### src/rtl/core/hwvc_pkg.sv
package hwvc_pkg;

  // Request type codes.
  localparam logic [1:0] REQ_COUNT  = 2'd0;
  localparam logic [1:0] REQ_LOOKUP = 2'd1;
  localparam logic [1:0] REQ_CLEAR  = 2'd2;

  // Hash constants.
  localparam logic [31:0] HASH_MUL = 32'd237;

  // Hash of the end-of-sentence word "</s>" before reduction to a slot.
  localparam logic [31:0] SENT_HASH = 32'd801390440;
  localparam int unsigned SENT_LEN  = 4;

  // Result field widths.
  localparam int unsigned OUT_W = 13;
  localparam int unsigned CNT_W = 32;

  // What kind of result the response carries.
  typedef enum logic [1:0] {
    RK_CLEAR  = 2'd0,
    RK_ABSENT = 2'd1,
    RK_FOUND  = 2'd2,
    RK_NEW    = 2'd3
  } resp_kind_t;

  // Commands from the controller to the datapath.
  typedef struct packed {
    logic       take;
    logic       clr_init;
    logic       clr_step;
    logic       mod_init;
    logic       mod_step;
    logic       from_slot;
    logic       scan_init;
    logic       cand_next;
    logic       cmp_init;
    logic       k_next;
    logic       slot_wr;
    logic       cnt_upd;
    logic       append;
    logic       copy_wr;
    logic       resp_load;
    resp_kind_t kind;
  } cmd_t;

  // Status from the datapath to the controller.
  typedef struct packed {
    logic clr_last;
    logic mod_last;
    logic slot_hit;
    logic slot_valid;
    logic len_eq;
    logic len_zero;
    logic byte_eq;
    logic k_last;
    logic scan;
    logic scan_end;
    logic req_cnt;
    logic full_now;
    logic out_free;
  } sts_t;

  // Characters of the end-of-sentence word.
  function automatic logic [7:0] endw_byte(input logic [1:0] pos);
    logic [7:0] b;
    unique case (pos)
      2'd0: b = 8'h3C;
      2'd1: b = 8'h2F;
      2'd2: b = 8'h73;
      default: b = 8'h3E;
    endcase
    return b;
  endfunction

endpackage

### src/rtl/core/hwvc_ctrl.sv
module hwvc_ctrl
  import hwvc_pkg::*;
(
  input  logic       clk,
  input  logic       rst,
  input  logic       req_valid,
  output logic       req_stall,
  input  logic [1:0] req_type,
  input  logic       last_byte,
  input  sts_t       sts,
  output cmd_t       cmd
);

  typedef enum logic [16:0] {
    S_CINIT = 17'h00001,
    S_CLR   = 17'h00002,
    S_IDLE  = 17'h00004,
    S_MODI  = 17'h00008,
    S_MOD   = 17'h00010,
    S_SLRD  = 17'h00020,
    S_SLCK  = 17'h00040,
    S_LNRD  = 17'h00080,
    S_LNCK  = 17'h00100,
    S_CMRD  = 17'h00200,
    S_CMCK  = 17'h00400,
    S_CNRD  = 17'h00800,
    S_CNCK  = 17'h01000,
    S_APND  = 17'h02000,
    S_CPRD  = 17'h04000,
    S_CPWR  = 17'h08000,
    S_RESP  = 17'h10000
  } state_t;

  state_t     state, state_next;
  logic       pend_clr, pend_clr_next;
  resp_kind_t kind, kind_next;
  logic       accept;

  assign req_stall = (state != S_IDLE);
  assign accept    = req_valid && !req_stall;

  always_ff @(posedge clk) begin
    if (rst) begin
      state    <= S_CINIT;
      pend_clr <= 1'b0;
      kind     <= RK_CLEAR;
    end else begin
      state    <= state_next;
      pend_clr <= pend_clr_next;
      kind     <= kind_next;
    end
  end

  // Sequencing of one request.
  always_comb begin
    state_next    = state;
    pend_clr_next = pend_clr;
    kind_next     = kind;
    cmd           = '0;
    cmd.kind      = kind;
    unique case (state)
      S_CINIT: begin
        cmd.clr_init = 1'b1;
        state_next   = S_CLR;
      end
      S_CLR: begin
        cmd.clr_step = 1'b1;
        if (sts.clr_last) begin
          kind_next  = RK_CLEAR;
          state_next = pend_clr ? S_RESP : S_IDLE;
        end
      end
      S_IDLE: begin
        if (accept) begin
          if (req_type == REQ_CLEAR) begin
            pend_clr_next = 1'b1;
            state_next    = S_CINIT;
          end else begin
            cmd.take = 1'b1;
            if (last_byte) begin
              state_next = S_MODI;
            end
          end
        end
      end
      S_MODI: begin
        cmd.mod_init = 1'b1;
        state_next   = S_MOD;
      end
      S_MOD: begin
        cmd.mod_step = 1'b1;
        if (sts.mod_last) begin
          state_next = S_SLRD;
        end
      end
      S_SLRD: begin
        state_next = S_SLCK;
      end
      S_SLCK: begin
        if (sts.slot_hit) begin
          cmd.from_slot = 1'b1;
          state_next    = S_LNRD;
        end else if (sts.slot_valid) begin
          cmd.scan_init = 1'b1;
          state_next    = S_LNRD;
        end else if (sts.req_cnt && !sts.full_now) begin
          state_next = S_APND;
        end else begin
          kind_next  = RK_ABSENT;
          state_next = S_RESP;
        end
      end
      S_LNRD: begin
        state_next = S_LNCK;
      end
      S_LNCK, S_CMCK: begin
        if ((state == S_LNCK && sts.len_eq && sts.len_zero) ||
            (state == S_CMCK && sts.byte_eq && sts.k_last)) begin
          // Match: repoint the slot when the scan found it.
          cmd.slot_wr = sts.scan;
          state_next  = S_CNRD;
        end else if (state == S_LNCK && sts.len_eq) begin
          cmd.cmp_init = 1'b1;
          state_next   = S_CMRD;
        end else if (state == S_CMCK && sts.byte_eq) begin
          cmd.k_next = 1'b1;
          state_next = S_CMRD;
        end else if (!sts.scan) begin
          cmd.scan_init = 1'b1;
          state_next    = S_LNRD;
        end else if (!sts.scan_end) begin
          cmd.cand_next = 1'b1;
          state_next    = S_LNRD;
        end else if (sts.req_cnt && !sts.full_now) begin
          state_next = S_APND;
        end else begin
          kind_next  = RK_ABSENT;
          state_next = S_RESP;
        end
      end
      S_CMRD: begin
        state_next = S_CMCK;
      end
      S_CNRD: begin
        state_next = S_CNCK;
      end
      S_CNCK: begin
        cmd.cnt_upd = 1'b1;
        kind_next   = RK_FOUND;
        state_next  = S_RESP;
      end
      S_APND: begin
        cmd.append = 1'b1;
        kind_next  = RK_NEW;
        state_next = sts.len_zero ? S_RESP : S_CPRD;
      end
      S_CPRD: begin
        state_next = S_CPWR;
      end
      S_CPWR: begin
        cmd.copy_wr = 1'b1;
        if (sts.k_last) begin
          state_next = S_RESP;
        end else begin
          cmd.k_next = 1'b1;
          state_next = S_CPRD;
        end
      end
      S_RESP: begin
        if (sts.out_free) begin
          cmd.resp_load = 1'b1;
          pend_clr_next = 1'b0;
          state_next    = S_IDLE;
        end
      end
      default: begin
        state_next = S_CINIT;
      end
    endcase
  end

`ifndef SYNTHESIS
  // Requests are only taken while idle.
  a_take_idle: assert property (@(posedge clk) disable iff (rst)
    cmd.take |-> state == S_IDLE)
    else $error("byte taken outside idle");

  // A result is loaded only when the output register can take it.
  a_resp_free: assert property (@(posedge clk) disable iff (rst)
    cmd.resp_load |-> sts.out_free)
    else $error("result overwritten");

  // A clear request ends in a clear result.
  a_clear_kind: assert property (@(posedge clk) disable iff (rst)
    (cmd.resp_load && pend_clr) |-> cmd.kind == RK_CLEAR)
    else $error("clear gave wrong result kind");
`endif

endmodule

### config.mk
export PLATFORM = sky130hd
export DESIGN_NAME = hwvc_ctrl
export DESIGN_NICKNAME = d
export VERILOG_FILES = /design/src/rtl/core/hwvc_pkg.sv /design/src/rtl/core/hwvc_ctrl.sv
export SDC_FILE = /design/constraint.sdc
export NUM_CORES = 1
export LEC_CHECK = 0
export BUFFER_PORTS_ARGS = -buffer_cell sky130_fd_sc_hd__buf_4
export CAP_MARGIN = 25
export CORE_MARGIN = 2
export CORE_UTILIZATION = 40
export DETAILED_ROUTE_END_ITERATION = 16
export PLACE_DENSITY = 0.71
export SYNTH_ARGS = -nofsm -noshare
export SYNTH_HDL_FRONTEND = slang
export SYNTH_SLANG_ARGS = --single-unit
### constraint.sdc
create_clock -name clk -period 4.1 [get_ports clk]
set_input_delay 0.205 -clock clk [delete_from_list [all_inputs] [get_ports clk]]
set_output_delay 0.205 -clock clk [all_outputs]
set_load 0.03 [all_outputs]
==> results.md <==
- In the routed design, unresolved DRC markers number 0.
- The top-level port count is 37.
- The buffering stage count on the worst path with inverters included is 2.
- Of the total synthesized cell area, the portion taken by full adders, half adders and majority gates is 0.
- For the final database, setup skew stands at 0.001681 ns.
- For this run, the number of Yosys warnings is 0.
- TritonCTS created 3 clock buffers.
- The number of global-route vias before repair was 1466.
- For this design, the sink count on the clock tree is 20.
- The placement row count is 22.
- By area, the combinational part of the netlist is dominated by simple AND/OR/NAND/NOR gates.
- The worst setup margin is between 1.5 and 2 ns.
- Across every metal layer, demand over resource in global routing totals 0.2006.
- The internal power of the cells totals 0.3898 mW.
- The critical path's slowest cell is nor4_4.
- The smallest clock period supported by the final layout is computed as 2.547 ns.
- Buffers added to address setup during post-CTS repair amount to 0.
- The number of pins with negative max-slew slack in the final report was 0.
- The complex-gate fraction of the synthesized area is 0.1866.
- Data on the critical path is required at its endpoint by 3.89 ns.
- STA classifies the critical path endpoint as an output pin.
- The achievable frequency is between 300 and 400 MHz.
- In the final layout, the share of cells above drive strength 1 is 0.2622.
- The cell count of the worst hold path is 3.
- The starting density of the core is 0.4176.
- The worst pin sits at a relative slew slack of 0.6107.
- The combinational fraction of design power is 0.262.
- The total power is 0.5600 mW.
- Once layout is complete, the cells apart from fillers number around 270.
- Setup violations remaining at the end of the flow were counted as 0.
- After legalization and detailed placement, the total HPWL measured 3.139 mm.
- At the worst endpoint, the arrival time is 2.34 ns.
- Setup repair after global routing left no endpoint under its margin.
- Counting every net in the synthesized netlist gives about 210.
- The number of cells on the critical path is 6.
- For this design, the CTS-stage hold fixing added 0 buffers.
- The tool flagged a number of max-cap violations equal to 0.
- TritonCTS built the clock tree.
- The synthesized design contains 0 enable-type register cells.
- In this run the horizontal extent of the chip is between 60 and 70 um.
- Measured along the y axis, the die boundary spans 65.83 um.
- The area of the mapped netlist is 0.001529 mm^2.
- The xor and xnor fraction of the mapped netlist area is 0.03437.
- At the pin with the least slew margin, the transition time is 0.5693 ns.
- The vias per cell is just under 6.
- Counting tap cells, the placed design contains a total of 269 instances.
- The net switching power figure is 0.1702 mW.
- The number of levels the H-tree was split into is 1.
- The overall overflow remaining after global route is 0.
- The final route contains 1582 vias.
- Of the total power, the share spent switching nets is 0.3040.
- The worst setup slack after placement is 1.827 ns.
- The sequential share of power is 0.375.
- The CTS root buffer is clkbuf_8.
- The path class of the lowest-slack min-delay path is in -> reg.
- The count of instances resized after the clock tree is built is 0.
- The sort of element at the start of the critical path is a register.
- The portion of netlist area occupied by mux cells is 0.
- Of all nets on the critical path, the largest fanout is 9.
- The source-to-sink clock delay at the later pin of the worst-skew pair is between 0.2 and 0.3 ns.
- The routability congestion estimate from global placement is 0.8950.
- Grouping stages by cell kind, the critical path spends the most delay in simple AND/OR/NAND/NOR gates.
- The placeable core region is between 0.003 and 0.004 mm^2.
- The initial antenna violation count is 0.
- Among all flip-flop cells after synthesis, the most frequent one is dfxtp_1.
- For this run, the post-layout net count is ~250.
- The first global-routing pass estimated 6.837 mm of wire.
- For this run, the slowest stage of the critical path takes 0.51 ns.
- The average instance in the mapped netlist occupies 7.963 um^2.
- The share of the Yosys chip area taken by registers is 0.2619.
- The critical path is of the reg -> out type.
- The number of diodes is 0.
- The pin count of the biggest net entering global routing is 16.
- The area of the multi-input gates is 0.001040 mm^2.
- The analysis attributes to cell leakage a power of 0.7293 nW.
- The run finished with clean final reports.
- The area growth from synthesis to layout is 23.65%.
- Registers take 400.4 um^2.
- The post-detailed-route count of antenna-violating nets is 0.
- Fill cells in the final layout number 363.
- The clock network fraction of design power is 0.363.
- The worst register-to-register path has a depth of 6.
- Synthesis handed over a netlist of 192 instances.
- The critical path goes through nor4_4, nand4_1, and2b_2, inv_1, nor3b_1, buf_4.
- The number of unique standard cell types used by synthesis is 58.
- In the finished design, the share of the clock period the worst path needs comes to 0.6211.
- For this design the ratio of total power to cell area is 296.2 mW/mm^2.
- VDD sags by at most 0.1157 mV.
- Setup total negative slack on the finished layout was measured at 0 ns.
- The clock edge transition at the registers on the reported setup and hold paths is 0.08 ns.
- Synthesis inferred 20 register bits.
- After detailed routing, the total wire length is 4.088 mm.
- The total count of hold-check failures in the final report is 0.
- The die covers 0.004333 mm^2.
- The pre-antenna-repair detailed-routing pass consisted of 5 iterations.
- For this block, the initial DRC count from the detailed router was 130.
- Input and output buffers added on the ports amount to 36.
- Of all flip-flops after synthesis, the portion carrying an async set or reset was 0.
- The largest buffer count on any clock path is 2.
- The post-detailed-route wirelength per cell is 14.97 um.
- Of the total synthesized cell area, the portion taken by AND, OR, NAND and NOR gates is 0.4591.
-- layout make-up --
cell class / count / share of cell area
Clock inverter: 1 / 0.01588
Inverter: 11 / 0.02184
Tap cell: 48 / 0.03177
Timing Repair Buffer: 37 / 0.1469
Multi-Input combinational cell: 153 / 0.5500
Clock buffer: 3 / 0.02184
Sequential cell: 20 / 0.2118
-- metrics by stage --
step / instance area [um^2] / utilization / hold slack (ns)
CTS: 1891 / 0.5164 / 0.2349
floorplan: 1529 / - / 0.2817
finish: 1891 / 0.5164 / 0.2289
detailed placement: 1819 / 0.4969 / 0.4834
global placement: 1819 / 0.4969 / 0.4778
global route: 1891 / 0.5164 / 0.2436
-- per-layer routing --
| layer | up-vias | share of wire | global-route usage |
|---|---|---|---|
| met1 | 737 | 0.45 | 0.2738 |
| li1 | 791 | - | - |
| met5 | - | 0 | 0 |
| met3 | 7 | 0.044 | 0.02555 |
| met2 | 47 | 0.49 | 0.3220 |
| met4 | 0 | 0.016 | 0.07292 |
-- final timing paths --
| kind | slack, ns | startpoint | to |
|---|---|---|---|
| worst min-delay path | 0.23 | sts[12] | state[1]$_SDFFE_PP0P_ |
| worst max register to register | 1.79 | state[10]$_SDFFE_PP0P_ | state[13]$_SDFFE_PP0P_ |
| worst max-delay path | 1.55 | state[10]$_SDFFE_PP0P_ | cmd[16] |
| worst min register to register | 0.49 | kind[1]$_SDFFE_PP0P_ | kind[1]$_SDFFE_PP0P_ |
-- synth_stat cells (2+ instances only) --
| master | n | area share |
|---|---|---|
| and2_1 | 4 | 0.016 |
| nand2b_1 | 7 | 0.029 |
| dfxtp_1 | 20 | 0.26 |
| nor3b_1 | 6 | 0.029 |
| nor2_1 | 17 | 0.042 |
| nor4_4 | 2 | 0.028 |
| a21oi_1 | 10 | 0.033 |
| clkbuf_1 | 3 | 0.0074 |
| or3_1 | 4 | 0.016 |
| buf_2 | 2 | 0.0065 |
| nand2_1 | 12 | 0.029 |
| a22oi_1 | 2 | 0.0098 |
| buf_6 | 2 | 0.015 |
| nand4_1 | 7 | 0.029 |
| o211ai_1 | 2 | 0.0098 |
| inv_1 | 10 | 0.025 |
| nor2b_1 | 3 | 0.012 |
| xnor2_1 | 4 | 0.023 |
| nor3_2 | 3 | 0.020 |
| xor2_1 | 2 | 0.011 |
| nand3b_1 | 4 | 0.020 |
| nand3_1 | 3 | 0.0098 |
| nor4_1 | 11 | 0.045 |
| nor3_1 | 7 | 0.023 |
| nor4b_1 | 3 | 0.017 |
| o21ai_1 | 3 | 0.0098 |
| o311ai_0 | 2 | 0.011 |
| and3b_1 | 2 | 0.011 |
| or4_1 | 2 | 0.0098 |
| o21ai_0 | 5 | 0.016 |
-- state kept, by name, indices dropped and copies added (netlist names) --
| name | flops |
|---|---|
| state | 17 |
| kind | 2 |
| pend_clr | 1 |
-- cells by family (layout without fill, tap and decap cells) --
family,after synthesis,count (layout)
AND/OR/NAND/NOR,110,110
flip-flops,20,20
AO/OA/AOI/OAI,37,37
buffers and inverters,19,52
XOR/XNOR,6,6
-- worst min-delay path, cell delays in order --
cell and delay [ns]:
buf_4 0.10, or3_1 0.09, a211oi_1 0.06
-- cell usage in the layout (no fill, tap or decap), drive strengths merged, types with 2 or more instances in the layout --
master	n
a21oi	10
a22oi	2
and2	5
and3b	2
buf	37
clkbuf	3
dfxtp	20
inv	11
nand2	13
nand2b	7
nand3	3
nand3b	4
nand4	8
nor2	17
nor2b	3
nor3	10
nor3b	7
nor4	13
nor4b	3
o211ai	2
o21ai	8
o22ai	2
o311ai	2
o32ai	3
or2	3
or3	5
or4	2
xnor2	4
xor2	2
-- power groups by stage --
stage	clock (mW)	sequential [mW]	combinational, mW
after floorplan	0	0.215	0.0938
after global placement	0	0.214	0.145
after detailed placement	0	0.214	0.145
after CTS	0.203	0.210	0.146
after global routing	0.213	0.212	0.160
final	0.203	0.210	0.147
No activity file was read; power rests on OpenSTA's default activity.
